<file path="src/rtl/i2cm_pkg.sv">
// ----------------------------------------------------------------------------
// i2cm_pkg: shared types and constants of the I2C master byte engine
// Command codes, bus sequencer phases, ACK status codes, configuration
// register indexes and the result record that travels to the output stage.
// ----------------------------------------------------------------------------
package i2cm_pkg;

  localparam int unsigned CFG_IDX_W = 2;
  localparam int unsigned CFG_DAT_W = 8;
  localparam int unsigned BITS_PER_BYTE = 8;

  localparam logic [7:0] HALF_BIT_RST = 8'd2;
  localparam logic [7:0] ACK_WAIT_RST = 8'd100;

  typedef enum logic [2:0] {
    CMD_TICK  = 3'd0,
    CMD_START = 3'd1,
    CMD_STOP  = 3'd2,
    CMD_WRITE = 3'd3,
    CMD_READ  = 3'd4
  } cmd_t;

  typedef enum logic [3:0] {
    PH_IDLE  = 4'd0,
    PH_S1    = 4'd1,
    PH_S2    = 4'd2,
    PH_P1    = 4'd3,
    PH_P2    = 4'd4,
    PH_WLOW  = 4'd5,
    PH_WHIGH = 4'd6,
    PH_AWAIT = 4'd7,
    PH_AHIGH = 4'd8,
    PH_RLOW  = 4'd9,
    PH_RHIGH = 4'd10,
    PH_KLOW  = 4'd11,
    PH_KHIGH = 4'd12
  } phase_t;

  typedef enum logic [1:0] {
    ST_ACKED   = 2'd0,
    ST_TIMEOUT = 2'd1,
    ST_LOST    = 2'd2
  } ack_status_t;

  typedef enum logic [CFG_IDX_W-1:0] {
    CFG_HALF_BIT = 2'd0,
    CFG_ACK_WAIT = 2'd1
  } cfg_idx_t;

  typedef struct packed {
    logic       scl_release;
    logic       sda_release;
    logic       busy_res;
    logic       done_res;
    logic [7:0] rx_byte;
    logic [1:0] ack_status;
  } res_t;

endpackage

</file>
<file path="src/rtl/i2cm_core.sv">
// ----------------------------------------------------------------------------
// i2cm_core: bus sequencer of the I2C master byte engine
// Holds the configuration and the sequencer state; advances one tick per
// accepted transaction and presents the resulting line and status record.
// ----------------------------------------------------------------------------
module i2cm_core (
  input  logic                               clk,
  input  logic                               rst_n,
  input  logic                               step,
  input  logic [2:0]                         cmd,
  input  logic [7:0]                         tx_byte,
  input  logic                               give_ack,
  input  logic                               sda_in,
  input  logic                               cfg_we,
  input  logic [i2cm_pkg::CFG_IDX_W-1:0]     cfg_index,
  input  logic [i2cm_pkg::CFG_DAT_W-1:0]     cfg_data,
  output i2cm_pkg::res_t                     res
);

  logic [7:0]       half_bit_r;
  logic [7:0]       ack_wait_r;
  i2cm_pkg::phase_t phase_r, phase_nxt;
  logic [3:0]       bit_r, bit_nxt;
  logic [7:0]       shift_r, shift_nxt;
  logic [7:0]       tick_r, tick_nxt;
  logic [7:0]       wait_r, wait_nxt;
  logic             ack_wanted_r, ack_wanted_nxt;
  logic [1:0]       status_r, status_nxt;
  logic [7:0]       rx_hold_r, rx_hold_nxt;
  logic             scl_r, scl_nxt;
  logic             sda_r, sda_nxt;
  logic             done;
  logic [7:0]       seg_len;
  logic [3:0]       bit_inc;

  // configuration registers
  always_ff @(posedge clk) begin
    if (!rst_n) begin
      half_bit_r <= i2cm_pkg::HALF_BIT_RST;
      ack_wait_r <= i2cm_pkg::ACK_WAIT_RST;
    end else if (cfg_we) begin
      if (cfg_index == i2cm_pkg::CFG_HALF_BIT) begin
        half_bit_r <= cfg_data;
      end
      if (cfg_index == i2cm_pkg::CFG_ACK_WAIT) begin
        ack_wait_r <= cfg_data;
      end
    end
  end

  assign seg_len = (half_bit_r == 8'd0) ? 8'd1 : half_bit_r;
  assign bit_inc = bit_r + 4'd1;

  always_comb begin
    phase_nxt      = phase_r;
    bit_nxt        = bit_r;
    shift_nxt      = shift_r;
    tick_nxt       = tick_r;
    wait_nxt       = wait_r;
    ack_wanted_nxt = ack_wanted_r;
    status_nxt     = status_r;
    rx_hold_nxt    = rx_hold_r;
    scl_nxt        = scl_r;
    sda_nxt        = sda_r;
    done           = 1'b0;
    if (step) begin
      unique case (phase_r)
        i2cm_pkg::PH_IDLE: begin
          unique case (cmd)
            i2cm_pkg::CMD_START: begin
              scl_nxt   = 1'b1;
              sda_nxt   = 1'b1;
              phase_nxt = i2cm_pkg::PH_S1;
              tick_nxt  = seg_len;
            end
            i2cm_pkg::CMD_STOP: begin
              sda_nxt   = 1'b0;
              phase_nxt = i2cm_pkg::PH_P1;
              tick_nxt  = seg_len;
            end
            i2cm_pkg::CMD_WRITE: begin
              shift_nxt = tx_byte;
              bit_nxt   = 4'd0;
              scl_nxt   = 1'b0;
              sda_nxt   = tx_byte[7];
              phase_nxt = i2cm_pkg::PH_WLOW;
              tick_nxt  = seg_len;
            end
            i2cm_pkg::CMD_READ: begin
              shift_nxt      = 8'd0;
              bit_nxt        = 4'd0;
              ack_wanted_nxt = give_ack;
              scl_nxt        = 1'b0;
              sda_nxt        = 1'b1;
              phase_nxt      = i2cm_pkg::PH_RLOW;
              tick_nxt       = seg_len;
            end
            default: begin
              // tick only, or an unknown code: nothing to start
            end
          endcase
        end
        i2cm_pkg::PH_AWAIT: begin
          if (!sda_in) begin
            scl_nxt   = 1'b1;
            phase_nxt = i2cm_pkg::PH_AHIGH;
            tick_nxt  = seg_len;
          end else begin
            wait_nxt = wait_r - 8'd1;
            if (wait_r == 8'd1) begin
              status_nxt = i2cm_pkg::ST_TIMEOUT;
              scl_nxt    = 1'b0;
              done       = 1'b1;
            end
          end
        end
        default: begin
          tick_nxt = tick_r - 8'd1;
          if (tick_r == 8'd1) begin
            unique case (phase_r)
              i2cm_pkg::PH_S1: begin
                sda_nxt   = 1'b0;
                phase_nxt = i2cm_pkg::PH_S2;
                tick_nxt  = seg_len;
              end
              i2cm_pkg::PH_S2: begin
                scl_nxt = 1'b0;
                done    = 1'b1;
              end
              i2cm_pkg::PH_P1: begin
                scl_nxt   = 1'b1;
                phase_nxt = i2cm_pkg::PH_P2;
                tick_nxt  = seg_len;
              end
              i2cm_pkg::PH_P2: begin
                sda_nxt = 1'b1;
                done    = 1'b1;
              end
              i2cm_pkg::PH_WLOW: begin
                scl_nxt   = 1'b1;
                phase_nxt = i2cm_pkg::PH_WHIGH;
                tick_nxt  = seg_len;
              end
              i2cm_pkg::PH_WHIGH: begin
                bit_nxt = bit_inc;
                scl_nxt = 1'b0;
                if (bit_inc < 4'(i2cm_pkg::BITS_PER_BYTE)) begin
                  sda_nxt   = shift_r[3'd7 - bit_inc[2:0]];
                  phase_nxt = i2cm_pkg::PH_WLOW;
                  tick_nxt  = seg_len;
                end else begin
                  sda_nxt   = 1'b1;
                  phase_nxt = i2cm_pkg::PH_AWAIT;
                  wait_nxt  = (ack_wait_r == 8'd0) ? 8'd1 : ack_wait_r;
                end
              end
              i2cm_pkg::PH_AHIGH: begin
                status_nxt = sda_in ? i2cm_pkg::ST_LOST : i2cm_pkg::ST_ACKED;
                scl_nxt    = 1'b0;
                done       = 1'b1;
              end
              i2cm_pkg::PH_RLOW: begin
                scl_nxt   = 1'b1;
                phase_nxt = i2cm_pkg::PH_RHIGH;
                tick_nxt  = seg_len;
              end
              i2cm_pkg::PH_RHIGH: begin
                shift_nxt = {shift_r[6:0], sda_in};
                bit_nxt   = bit_inc;
                scl_nxt   = 1'b0;
                tick_nxt  = seg_len;
                if (bit_inc < 4'(i2cm_pkg::BITS_PER_BYTE)) begin
                  phase_nxt = i2cm_pkg::PH_RLOW;
                end else begin
                  sda_nxt   = !ack_wanted_r;
                  phase_nxt = i2cm_pkg::PH_KLOW;
                end
              end
              i2cm_pkg::PH_KLOW: begin
                scl_nxt   = 1'b1;
                phase_nxt = i2cm_pkg::PH_KHIGH;
                tick_nxt  = seg_len;
              end
              i2cm_pkg::PH_KHIGH: begin
                scl_nxt     = 1'b0;
                sda_nxt     = 1'b1;
                rx_hold_nxt = shift_r;
                done        = 1'b1;
              end
              default: begin
                phase_nxt = i2cm_pkg::PH_IDLE;
              end
            endcase
          end
        end
      endcase
      if (done) begin
        phase_nxt = i2cm_pkg::PH_IDLE;
        tick_nxt  = 8'd0;
      end
    end
  end

  always_ff @(posedge clk) begin
    if (!rst_n) begin
      phase_r      <= i2cm_pkg::PH_IDLE;
      bit_r        <= 4'd0;
      shift_r      <= 8'd0;
      tick_r       <= 8'd0;
      wait_r       <= 8'd0;
      ack_wanted_r <= 1'b0;
      status_r     <= 2'd0;
      rx_hold_r    <= 8'd0;
      scl_r        <= 1'b1;
      sda_r        <= 1'b1;
    end else begin
      phase_r      <= phase_nxt;
      bit_r        <= bit_nxt;
      shift_r      <= shift_nxt;
      tick_r       <= tick_nxt;
      wait_r       <= wait_nxt;
      ack_wanted_r <= ack_wanted_nxt;
      status_r     <= status_nxt;
      rx_hold_r    <= rx_hold_nxt;
      scl_r        <= scl_nxt;
      sda_r        <= sda_nxt;
    end
  end

  // result record shows the state after this tick
  assign res.scl_release = scl_nxt;
  assign res.sda_release = sda_nxt;
  assign res.busy_res    = (phase_nxt != i2cm_pkg::PH_IDLE);
  assign res.done_res    = done;
  assign res.rx_byte     = rx_hold_nxt;
  assign res.ack_status  = status_nxt;

  a_seg_count_live: assert property (@(posedge clk) disable iff (!rst_n)
    (phase_r != i2cm_pkg::PH_IDLE && phase_r != i2cm_pkg::PH_AWAIT) |-> (tick_r != 8'd0))
    else $error("segment counter empty in a timed phase");

  a_bit_range: assert property (@(posedge clk) disable iff (!rst_n)
    (bit_r <= 4'(i2cm_pkg::BITS_PER_BYTE)))
    else $error("bit index past the byte");

  a_wait_live: assert property (@(posedge clk) disable iff (!rst_n)
    (phase_r == i2cm_pkg::PH_AWAIT) |-> (wait_r != 8'd0))
    else $error("ACK wait counter empty while waiting");

endmodule

</file>
<file path="src/rtl/i2cm_obuf.sv">
// ----------------------------------------------------------------------------
// i2cm_obuf: result register with skid stage
// Two-entry output stage; keeps accepting while a single result waits downstream.
// ----------------------------------------------------------------------------
module i2cm_obuf (
  input  logic           clk,
  input  logic           rst_n,
  input  logic           push,
  input  i2cm_pkg::res_t push_data,
  output logic           can_push,
  output logic           out_valid,
  input  logic           out_ready,
  output i2cm_pkg::res_t out_data
);

  i2cm_pkg::res_t out_r, out_nxt;
  i2cm_pkg::res_t skid_r, skid_nxt;
  logic           out_valid_r, out_valid_nxt;
  logic           skid_valid_r, skid_valid_nxt;
  logic           pop;

  assign can_push = !skid_valid_r;
  assign pop      = out_valid_r && out_ready;

  always_comb begin
    out_nxt        = out_r;
    skid_nxt       = skid_r;
    out_valid_nxt  = out_valid_r;
    skid_valid_nxt = skid_valid_r;
    if (!out_valid_r || pop) begin
      if (skid_valid_r) begin
        out_nxt        = skid_r;
        out_valid_nxt  = 1'b1;
        skid_nxt       = push_data;
        skid_valid_nxt = push;
      end else begin
        out_nxt       = push_data;
        out_valid_nxt = push;
      end
    end else if (push) begin
      skid_nxt       = push_data;
      skid_valid_nxt = 1'b1;
    end
  end

  always_ff @(posedge clk) begin
    if (!rst_n) begin
      out_valid_r  <= 1'b0;
      skid_valid_r <= 1'b0;
    end else begin
      out_valid_r  <= out_valid_nxt;
      skid_valid_r <= skid_valid_nxt;
    end
  end

  always_ff @(posedge clk) begin
    out_r  <= out_nxt;
    skid_r <= skid_nxt;
  end

  assign out_valid = out_valid_r;
  assign out_data  = out_r;

  a_skid_behind_out: assert property (@(posedge clk) disable iff (!rst_n)
    skid_valid_r |-> out_valid_r)
    else $error("skid entry held with empty output register");

  a_skid_drains: assert property (@(posedge clk) disable iff (!rst_n)
    (skid_valid_r && out_ready) |=> (out_valid_r && !skid_valid_r))
    else $error("skid entry not moved forward on pop");

  a_no_push_full: assert property (@(posedge clk) disable iff (!rst_n)
    (skid_valid_r && !out_ready) |=> $stable(skid_r))
    else $error("skid entry overwritten while full");

endmodule

</file>
<file path="src/rtl/i2c_master_byte_engine_unit.sv">
// ----------------------------------------------------------------------------
// i2c_master_byte_engine_unit: tick-stepped I2C master byte engine
// Start, stop, byte write and byte read on open-drain SCL/SDA, one timing
// tick per input transaction, one result transaction per input.
// ----------------------------------------------------------------------------
// Each input transaction is one tick of the bus sequencer and yields exactly
// one result transaction carrying the line levels and status after that tick.
// The block takes one transaction every clock: the sequencer state advances
// at the accepting edge and the result is loaded into a two-entry output
// stage (result register plus skid entry), into the skid entry only when
// the result register still holds an untaken result. in_ready drops only
// while both entries hold untaken results; throughput is then set by
// out_ready. While idle the sequencer starts the command in cmd (start,
// stop, write byte, read byte); commands arriving while busy are ignored.
// SCL half periods last half_bit_ticks ticks and the write ACK wait is
// bounded by ack_wait_limit ticks; a value of zero in either acts as one.
// Write the configuration registers only while no transaction is pending.
// ----------------------------------------------------------------------------
module i2c_master_byte_engine_unit (
  input  logic                           clk,
  input  logic                           rst_n,
  // input channel
  input  logic                           in_valid,
  output logic                           in_ready,
  input  logic [2:0]                     in_cmd,
  input  logic [7:0]                     in_tx_byte,
  input  logic                           in_give_ack,
  input  logic                           in_sda_in,
  // result channel
  output logic                           out_valid,
  input  logic                           out_ready,
  output logic                           out_scl_release,
  output logic                           out_sda_release,
  output logic                           out_busy_res,
  output logic                           out_done_res,
  output logic [7:0]                     out_rx_byte,
  output logic [1:0]                     out_ack_status,
  // configuration port
  input  logic                           cfg_we,
  input  logic [i2cm_pkg::CFG_IDX_W-1:0] cfg_index,
  input  logic [i2cm_pkg::CFG_DAT_W-1:0] cfg_data
);

  logic           accept;
  i2cm_pkg::res_t step_res;
  i2cm_pkg::res_t out_res;

  // a transaction moves the sequencer only when the output stage has room
  assign accept = in_valid && in_ready;

  i2cm_core u_core (
    .clk       (clk),
    .rst_n     (rst_n),
    .step      (accept),
    .cmd       (in_cmd),
    .tx_byte   (in_tx_byte),
    .give_ack  (in_give_ack),
    .sda_in    (in_sda_in),
    .cfg_we    (cfg_we),
    .cfg_index (cfg_index),
    .cfg_data  (cfg_data),
    .res       (step_res)
  );

  // hold results here until the consumer takes them
  i2cm_obuf u_obuf (
    .clk       (clk),
    .rst_n     (rst_n),
    .push      (accept),
    .push_data (step_res),
    .can_push  (in_ready),
    .out_valid (out_valid),
    .out_ready (out_ready),
    .out_data  (out_res)
  );

  assign out_scl_release = out_res.scl_release;
  assign out_sda_release = out_res.sda_release;
  assign out_busy_res    = out_res.busy_res;
  assign out_done_res    = out_res.done_res;
  assign out_rx_byte     = out_res.rx_byte;
  assign out_ack_status  = out_res.ack_status;

endmodule

</file>
<file path="config.mk">
export PLATFORM = sky130hd
export DESIGN_NAME = i2c_master_byte_engine_unit
export DESIGN_NICKNAME = d
export VERILOG_FILES = /design/src/rtl/i2cm_pkg.sv /design/src/rtl/i2cm_core.sv /design/src/rtl/i2cm_obuf.sv /design/src/rtl/i2c_master_byte_engine_unit.sv
export SDC_FILE = /design/constraint.sdc
export NUM_CORES = 1
export LEC_CHECK = 0
export BUFFER_PORTS_ARGS = -buffer_cell sky130_fd_sc_hd__buf_2
export CORE_UTILIZATION = 40
export CTS_CLUSTER_DIAMETER = 40
export CTS_CLUSTER_SIZE = 24
export DETAILED_ROUTE_END_ITERATION = 8
export GPL_ROUTABILITY_DRIVEN = 0
export PLACE_DENSITY = 0.59
export SYNTH_ARGS = -nofsm -noshare
export SYNTH_HDL_FRONTEND = slang
export SYNTH_HIERARCHICAL = 1
export SYNTH_SLANG_ARGS = --single-unit
</file>
<file path="constraint.sdc">
create_clock -name clk -period 3.4 [get_ports clk]
set_clock_uncertainty 0.1 [all_clocks]
set_input_delay 0.51 -clock clk [delete_from_list [all_inputs] [get_ports clk]]
set_output_delay 0.51 -clock clk [all_outputs]
set_load 0.01 [all_outputs]
</file>
==> impl_metrics.tcl, run 1 <==
set metrics [dict create \
    status "finished, violations left" \
    violations "DRC" \
    min_to "u_core/half_bit_r[1]" \
    setup_viol 0 \
    r2r_cells 7 \
    cts_tree "done" \
    drc 6 \
    reg2reg_slack_ps 510 \
    layout.cells.non_filler 664 \
    cp.required_ps 3520 \
    min_period_ps 2890 \
    synthToLayoutAreaGrowth_pct 11.7 \
    fin_util 0.466 \
    power_density_nw_per_um2 521 \
    rsz0062_at_grt "false" \
    max_slew_margin 0.357 \
    post_cts_buffers 0 \
    hpwl_mm 7.79 \
    wl_per_cell_um 16.6 \
    period_share 0.849 \
    cp-end-kind "register" \
    synth_xor_area_frac 0.00904 \
    worstPathMaxFanout 21 \
    netlist.area_leader.share 0.260 \
    r2r-start "u_core/phase_r[0]" \
    synth_area_sq_um 4840 \
    synth_top_area_cell "dfxtp_1" \
    via_count 3813 \
    rows 39 \
    synth_edf_count 28 \
    peakVddDrop_mv 0.366 \
    syn_inst 484 \
    first_pass_iters 7 \
    gr-total-overflow 0 \
    cp-start-kind "register" \
    antenna_found_initial 0 \
    power.total_mw 2.81 \
    synthMuxAreaShare 0.130 \
    fp.dieArea_sq_um 12500 \
    grt_max_degree 26 \
    wl_mm 11.0 \
    dpl.cell_count 648 \
    synth_nets 517 \
    ys_seq_elements 91 \
    crit_type "register to register" \
    synthAdderAreaFrac 0.0129 \
    initial_core_util 0.417 \
    fin_nets 549 \
    numCtsBuffers 9 \
    ios 44 \
    cts.clk_slew.worst_paths_ps 70 \
    grt_pass1_wl_mm 18.5 \
    critPathArrivalTime_ps 3010 \
    cts_resized 0 \
    ys_types 80 \
    insertion_delay_ps 350 \
    yosys.cell_count.top_type "dfxtp_1" \
    reg2reg_to "u_obuf/out_data[11]" \
    grt_pass1_vias 3668 \
    vias_per_cell 5.74 \
    worstHoldStart "cfg_data[1]" \
    ant_nets 0 \
    synth_compound_area_frac 0.179 \
    cts_root_buf "clkbuf_16" \
    min_path_cells 3 \
    die_x_um 112 \
    ys_top_cells_by_area "dfxtp_1, edfxtp_1, mux2i_1, mux2_4, nor2_1" \
    n_fill_cell 1097 \
    hold_viol_final 0 \
    port_buffers 43 \
    synth_warnings 6 \
    cts_sinks 91 \
    final_max_slew_viol_count 0 \
    synth-main-ff-cell "dfxtp_1" \
    synth_commonest_cells "dfxtp_1, nor2_1, nand2_1" \
    core-area_sq_um 11600 \
    tns_ps 0 \
    async_reset_ff_frac 0 \
    min_path_type "input pin to register" \
    diodes 0 \
    synth_top_family_by_area "simple AND/OR/NAND/NOR gates" \
    avgSynthCellArea_sq_um 10.0 \
    maxCapViolations 0 \
    synth_simple_gate_area_frac 0.185 \
    ctsHoldBuffers 0 \
    drive_gt1_frac 0.232 \
    yosysSeqAreaShare 0.434 \
    htreeDepth 3 \
    track_usage 0.186 \
    fmax_mhz 347 \
    cts_buffer_depth 2 \
    die_y_um 112 \
    leakage_nw 2.12 \
    tightest_slew_ps 958 \
    drt_iter0_markers 264 \
]
## state kept, by name, summed over array words and instances, names as in the netlist
register             flops
u_core/tick_r            8
u_obuf/out_valid         1
u_core/ack_wanted_r      1
u_obuf/skid_valid_r      1
u_core/wait_r            8
u_core/phase_r           4
u_core/bit_r             4
u_obuf/skid_r           14
u_core/ack_wait_r        8
u_core/scl_r             1
u_core/status_r          2
u_core/rx_hold_r         8
u_core/sda_r             1
u_obuf/out_data         14
u_core/half_bit_r        8
u_core/shift_r           8
## layer usage
layer  wire length [um]  vias up  global-route usage
li1                   -     1844                   -
met1               4990     1798               0.243
met2               5040      144               0.300
met3                630       27              0.0356
met4                377        0              0.0818
met5                  0        -                   0
## per-stage QoR
step	worst slack (ps)	area, sq um	hold WS, ps
6_report	514	5410	300
5_1_grt	224	5410	301
4_1_cts	538	5410	291
3_5_place_dp	550	5110	362
3_3_place_gp	594	5110	344
2_1_floorplan	787	4840	333
## worst max-delay path by stage
stage                              startpoint                  end  slack, ps  cells after the start
final                       u_core/phase_r[0]  u_obuf/out_data[11]        510                      7
after detailed placement    u_core/phase_r[0]  u_obuf/out_data[12]        550                      7
after global routing         u_core/tick_r[0]    u_core/shift_r[1]        220                      7
after CTS                   u_core/phase_r[0]  u_obuf/out_data[12]        540                      7
after global placement      u_core/phase_r[0]  u_obuf/out_data[12]        590                      7
after floorplan           u_obuf/skid_valid_r   u_obuf/out_data[3]        790                     10
## area by class of cell
cell class | count | area, sq um | area share
clock buffers | 9 | 225 | 0.0417
clock inverters | 7 | 70.1 | 0.0130
inverters | 13 | 48.8 | 0.00903
multi-input cells | 349 | 2500 | 0.462
flip-flops and latches | 91 | 2100 | 0.389
well taps | 143 | 179 | 0.0331
repair buffers | 52 | 283 | 0.0523
## critical path: stages, from the launching register on
cell     delay, ps
dfxtp_1        870
nor2_1         260
mux2_2         360
a21oi_4        240
nor2_1         140
or4_1          500
nand4_1        130
mux2_2         160
## power breakdown
group          switching [mW]  total (mW)  internal, mW
registers              0.0790        1.27          1.19
logic                   0.321       0.558         0.237
clock network           0.464       0.983         0.519
## cells in the final DEF (no fill, tap or decap), types with 11 or more instances in the layout
master and instances:
inv_1 12, nand2_1 36, mux2i_1 26, nor2_1 52, and2_1 15, o21ai_0 20
nor3_1 11, mux2_4 15, buf_2 43, edfxtp_1 28, a21oi_1 25, dfxtp_1 63
## cells by family (layout without fill, tap and decap cells)
group,after synthesis,after routing
AO/OA/AOI/OAI,116,116
buffers and inverters,44,81
XOR/XNOR,5,5
flip-flops,91,91
AND/OR/NAND/NOR,171,171
multiplexers,52,52
adder cells (fa/ha/maj),5,5
Power figures use the tool's default switching activity.
==> run 2, diff against run 1 <==
==> constraint.sdc (replaced) <==
create_clock -name clk -period 2.8 [get_ports clk]
set_clock_uncertainty 0.1 [all_clocks]
set_input_delay 0.42 -clock clk [delete_from_list [all_inputs] [get_ports clk]]
set_output_delay 0.42 -clock clk [all_outputs]
set_load 0.01 [all_outputs]
==> run 2 against run 1 <==
Against the previous run:
- the flow still finishes with violations (DRC)
- highest routed layer unchanged
- utilization is 1.9 points higher
- via count is 0.81% higher
- fmax is 11% higher
- wire length is 2.2% higher
- combinational power is 36% higher
- sequential cell count stayed put
- final cell count is 3.5% higher
- global-route usage is 0.32 points higher
- sequential share of layout area is 1.5 points lower
- worst setup slack worse by 320 ps
- die area stayed put
==> impl_metrics.tcl, run 2 (synthesized netlist as in run 1, its figures left out) <==
set metrics [dict create \
    cts_sinks 91 \
    r2r_cells 7 \
    power.total_mw 3.60 \
    peakVddDrop_mv 0.346 \
    track_usage 0.189 \
    antenna_found_initial 0 \
    critPathMaxStageDelay_ps 520 \
    path_cells "nand3_1, xor2_1, mux2i_1, a311o_1, o2111ai_1, nand2_1, mux2_2" \
    rows 39 \
    vias_per_cell 5.60 \
    cts_root_buf "clkbuf_16" \
    drc 5 \
    gr-total-overflow 0 \
    drive_gt1_frac 0.268 \
    layout.cells.non_filler 687 \
    crit_slowest_cell "xor2_1" \
    fp.dieArea_sq_um 12500 \
    min_path_type "input pin to register" \
    wl_mm 11.3 \
    via_count 3844 \
    crit_type "register to register" \
    min_period_ps 2610 \
    cts_tree "done" \
    tightest_slew_ps 732 \
    cts.clk_slew.worst_paths_ps 70 \
    tns_ps 0 \
    violations "DRC" \
    first_pass_iters 9 \
    worstPathMaxFanout 6 \
    min_path_cells 3 \
    status "finished, violations left" \
    ctsHoldBuffers 0 \
    grt_max_degree 37 \
    timing.hold.ws_ps 219 \
    cp.required_ps 2800 \
    setup_viol 0 \
    hold_viol_final 0 \
    maxCapViolations 0 \
    place_area_sq_um 5260 \
    max_slew_margin 0.509 \
    dpl.cell_count 668 \
    ant_nets 0 \
    period_share 0.931 \
    synthToLayoutAreaGrowth_pct 16.1 \
    cts_buffer_depth 2 \
    min_to "u_core/ack_wait_r[2]" \
    diodes 0 \
    power_density_nw_per_um2 640 \
    numCtsBuffers 9 \
    grt_pass1_wl_mm 18.9 \
    core-area_sq_um 11600 \
    critPathArrivalTime_ps 2600 \
    final_common_cell "dfxtp_1" \
    ios 44 \
    final_max_slew_viol_count 0 \
    leakage_nw 2.26 \
    r2r-start "u_core/bit_r[0]" \
    cp-end-kind "register" \
    die_x_um 112 \
    fmax_mhz 383 \
    layout_common_cells "dfxtp_1, nor2_1, buf_2" \
    fin_area_sq_um 5620 \
    initial_core_util 0.417 \
    reg2reg_slack_ps 190 \
    worstHoldStart "cfg_data[2]" \
    drt_iter0_markers 223 \
    fin_nets 572 \
    rsz0062_at_grt "false" \
    insertion_delay_ps 350 \
    wl_per_cell_um 16.4 \
    htreeDepth 3 \
    hpwl_mm 8.17 \
    reg2reg_to "u_obuf/out_data[12]" \
    die_y_um 112 \
    cp-start-kind "register" \
    grt_pass1_vias 3802 \
    port_buffers 43 \
]
## run 2: cell count changes in the layout (fill, tap and decap cells not counted), sizes merged
| cell | before | now |
|---|---|---|
| buf | 52 | 75 |
| bufinv | 0 | 2 |
| clkinv | 2 | 3 |
| clkinvlp | 1 | 0 |
| inv | 17 | 15 |
## run 2: layout make-up
| type | instances | area, sq um |
|---|---|---|
| Fill cell | 1094 | 5990 |
| Inverter | 13 | 48.8 |
| Clock buffer | 9 | 225 |
| Multi-Input combinational cell | 349 | 2500 |
| Clock inverter | 7 | 98.8 |
| Sequential cell | 91 | 2100 |
| Timing Repair Buffer | 75 | 468 |
| Tap cell | 143 | 179 |
## run 2: routing by layer
layer  global-route usage  routed length [um]  up-vias
met5                    0                   0        -
met4               0.0524                 171        0
met2                0.317                5540       91
met1                0.242                5140     1849
li1                     -                   -     1890
met3               0.0470                 441       14
## run 2: power by group
part	leakage, nW	switching, mW	internal (mW)
clock network	0.158	0.521	0.788
registers	0.791	0.0767	1.45
logic	1.31	0.421	0.338
total	2.26	1.02	2.58
## run 2: per-stage QoR
stage,setup WS [ps],utilization
global route,10.2,0.484
floorplan,187,-
detailed placement,177,0.453
global placement,227,0.453
CTS,164,0.481
finish,192,0.484
## run 2: worst max-delay path, delay by kind of cell, from the launching register on
| family | cells | cell delay (ps) |
|---|---|---|
| AOI/OAI and AO/OA | 2 | 620 |
| xor gates and xnor gates | 1 | 520 |
| DFF | 1 | 460 |
| muxes | 2 | 410 |
| and+or+nand+nor | 2 | 250 |
## run 2: worst max-delay path by stage
stage / from / endpoint / slack (ps) / cells after the start
after floorplan: u_obuf/skid_valid_r / u_obuf/out_data[3] / 190 / 10
after global placement: u_core/phase_r[1] / u_obuf/out_data[5] / 230 / 5
after detailed placement: u_core/phase_r[0] / u_obuf/out_data[12] / 180 / 7
after CTS: u_core/phase_r[0] / u_obuf/out_data[12] / 160 / 7
after global routing: u_core/bit_r[0] / u_obuf/out_data[12] / 10 / 7
final: u_core/bit_r[0] / u_obuf/out_data[12] / 190 / 7
## run 2: timing repair
item	in CTS	in global routing
gates resized for setup	0	3
setup endpoints to repair	0	8
buffers inserted	0	3
==> run 3, diff against run 2 <==
--- a/config.mk
+++ b/config.mk
@@ -5,6 +5,7 @@
 export SDC_FILE = /design/constraint.sdc
 export NUM_CORES = 1
 export LEC_CHECK = 0
+export ABC_AREA = 1
 export BUFFER_PORTS_ARGS = -buffer_cell sky130_fd_sc_hd__buf_2
 export CORE_UTILIZATION = 40
 export CTS_CLUSTER_DIAMETER = 40
==> run 3 against run 2 <==
Against the previous run:
- the run still ends with DRC left
- die area about the same
- via count is 15% higher
- global-route usage up 0.67 points
- utilization shrank 1.2 points
- sequential power about the same
- critical path depth increased by 5
- power is 1.6% lower
- wire length up 2.6%
- area after synthesis is 0.10% higher
- register-to-register slack gained 170 ps
- synthesized cell count grew 39%
- critical path type unchanged
- critical endpoint is now u_obuf/out_data[6]
- largest cell class unchanged
- largest power group unchanged
==> impl_metrics.tcl, run 3 <==
set metrics [dict create \
    synth_top_family_by_area "simple AND/OR/NAND/NOR gates" \
    cts_tree "done" \
    vias_per_cell 5.12 \
    fp.dieArea_sq_um 12600 \
    cts_root_buf "clkbuf_16" \
    diodes 0 \
    cp.required_ps 2810 \
    layout_common_cells "nand2_1, inv_1, nor2_1" \
    power_frac_seq 0.434 \
    p_int_mw 2.42 \
    min_path_type "input pin to register" \
    hold_viol_final 0 \
    ant_nets 0 \
    netlist.area_leader.share 0.260 \
    setup_viol 0 \
    yosys.cell_count.top_type "nand2_1" \
    synth_nets 706 \
    numCtsBuffers 9 \
    min_period_ps 2440 \
    rsz0062_at_grt "false" \
    synthMuxAreaShare 0.00207 \
    post_cts_buffers 0 \
    yosysSeqAreaShare 0.434 \
    power_density_nw_per_um2 646 \
    insertion_delay_ps 350 \
    peakVddDrop_mv 0.278 \
    final_common_cell "nand2_1" \
    synth_commonest_cells "nand2_1, inv_1, nor2_1" \
    ys_seq_elements 91 \
    synth_edf_count 28 \
    r2r-start "u_obuf/skid_valid_r" \
    cts_buffer_depth 2 \
    avgSynthCellArea_sq_um 7.20 \
    final_max_slew_viol_count 0 \
    rows 39 \
    drive_gt1_frac 0.140 \
    swShare 0.315 \
    tns_ps 0 \
    hpwl_mm 8.53 \
    synthToLayoutAreaGrowth_pct 13.1 \
    htreeDepth 3 \
    place_area_sq_um 5170 \
    fin_area_sq_um 5480 \
    worstPathMaxFanout 17 \
    r2r_cells 12 \
    critPathArrivalTime_ps 2440 \
    track_usage 0.196 \
    syn_inst 673 \
    die_y_um 112 \
    worstHoldStart "cfg_data[5]" \
    wl_met3_um 593 \
    grt_max_degree 35 \
    maxCapViolations 0 \
    pwr-share-comb 0.211 \
    route.met2.wl_mm 5.39 \
    cts.clk_slew.worst_paths_ps 70 \
    initial_core_util 0.417 \
    gr-total-overflow 0 \
    ys_types 39 \
    wl_per_cell_um 13.4 \
    max_slew_margin 0.581 \
    period_share 0.870 \
    top_layer "met4" \
    via_count 4416 \
    drc 5 \
    synth_warnings 6 \
    wl_mm 11.6 \
    m1WireLength_mm 5.37 \
    drt_iter0_markers 339 \
    reg2reg_to "u_obuf/out_data[6]" \
    core-area_sq_um 11600 \
    violations "DRC" \
    synth_area_sq_um 4850 \
    ios 44 \
    n_fill_cell 1211 \
    grt_pass1_wl_mm 19.7 \
    power.switching_mw 1.11 \
    synth_xor_area_frac 0.0163 \
    min_to "u_core/ack_wait_r[5]" \
    ctsHoldBuffers 0 \
    die_x_um 112 \
    synth-main-ff-cell "dfxtp_1" \
    timing.hold.ws_ps 194 \
    p_clk_frac 0.354 \
    status "finished, violations left" \
    synth_top_area_cell "dfxtp_1" \
    cp-start-kind "register" \
    async_reset_ff_frac 0 \
    fin_util 0.472 \
    tightest_slew_ps 628 \
    power.total_mw 3.54 \
    cts_sinks 91 \
    crit_type "register to register" \
    port_buffers 43 \
    synthAdderAreaFrac 0.0129 \
    antenna_found_initial 0 \
    leakage_nw 2.52 \
    cp-end-kind "register" \
    min_path_cells 3 \
    fmax_mhz 411 \
    synth_compound_area_frac 0.136 \
    grt_pass1_vias 4130 \
    cts_resized 0 \
    first_pass_iters 7 \
    synth_simple_gate_area_frac 0.306 \
    fin_nets 747 \
    reg2reg_slack_ps 360 \
    ys_top_cells_by_area "dfxtp_1, edfxtp_1, nand2_1, inv_1, nor2_1" \
]
[run 3: cell types whose count changed after synthesis, moves of 18 or more]
cell	change
nand2_1	+160
a21oi_1	+19
nand3_1	+40
mux2i_1	-25
nor2_1	+18
inv_1	+58
[run 3: layer usage]
metal,global-route usage,vias to the layer above
met5,0,-
met4,0.0898,0
met3,0.0351,22
met2,0.320,136
met1,0.252,1988
li1,-,2270
[run 3: area by class of cell]
class,count,area [sq um],share of cell area
timing repair buffer,52,283,0.0516
multi-input combinational,479,2300,0.419
inverter,81,312,0.0568
sequential,91,2100,0.384
clock buffer,9,225,0.0411
tap,143,179,0.0326
clock inverter,7,83.8,0.0153
[run 3: cells by family (layout without fill, tap and decap cells)]
| logic type | count (synthesis) | after routing |
|---|---|---|
| AO/OA/AOI/OAI | 118 | 118 |
| XOR/XNOR | 9 | 9 |
| adder cells (fa/ha/maj) | 5 | 5 |
| buffers and inverters | 103 | 149 |
| flip-flops | 91 | 91 |
| multiplexers | 1 | 1 |
| AND/OR/NAND/NOR | 346 | 346 |
[run 3: worst max-delay path by stage]
stage	startpoint	endpoint
finish	u_obuf/skid_valid_r	u_obuf/out_data[6]
global route	u_obuf/skid_valid_r	u_obuf/out_data[6]
CTS	u_obuf/skid_valid_r	u_obuf/out_data[6]
detailed placement	u_obuf/skid_valid_r	u_obuf/out_data[6]
global placement	u_obuf/skid_valid_r	u_obuf/out_data[9]
floorplan	u_obuf/skid_valid_r	u_obuf/out_data[8]
[run 3: per-stage QoR]
step | setup slack [ps] | std cells
global route | 122 | 862
detailed placement | 367 | 846
finish | 364 | 862
CTS | 349 | 862
floorplan | 576 | 673
global placement | 499 | 846
[run 3: power by group through the flow]
stage	logic (mW)	registers (mW)	clock network, mW
final	0.748	1.54	1.25
after global routing	0.850	1.55	1.34
after CTS	0.746	1.54	1.28
after detailed placement	0.741	1.56	0
after global placement	0.732	1.56	0
after floorplan	0.574	1.55	0
[run 3: worst max-delay path: stages (launching register included)]
cell	delay, ps
dfxtp_1	360
inv_8	130
nand2_1	60
inv_1	90
clkinv_1	300
nor3_2	300
inv_1	110
nor2_4	300
nand2_1	120
o21ai_1	130
inv_1	70
nand2_1	60
nand2_1	40
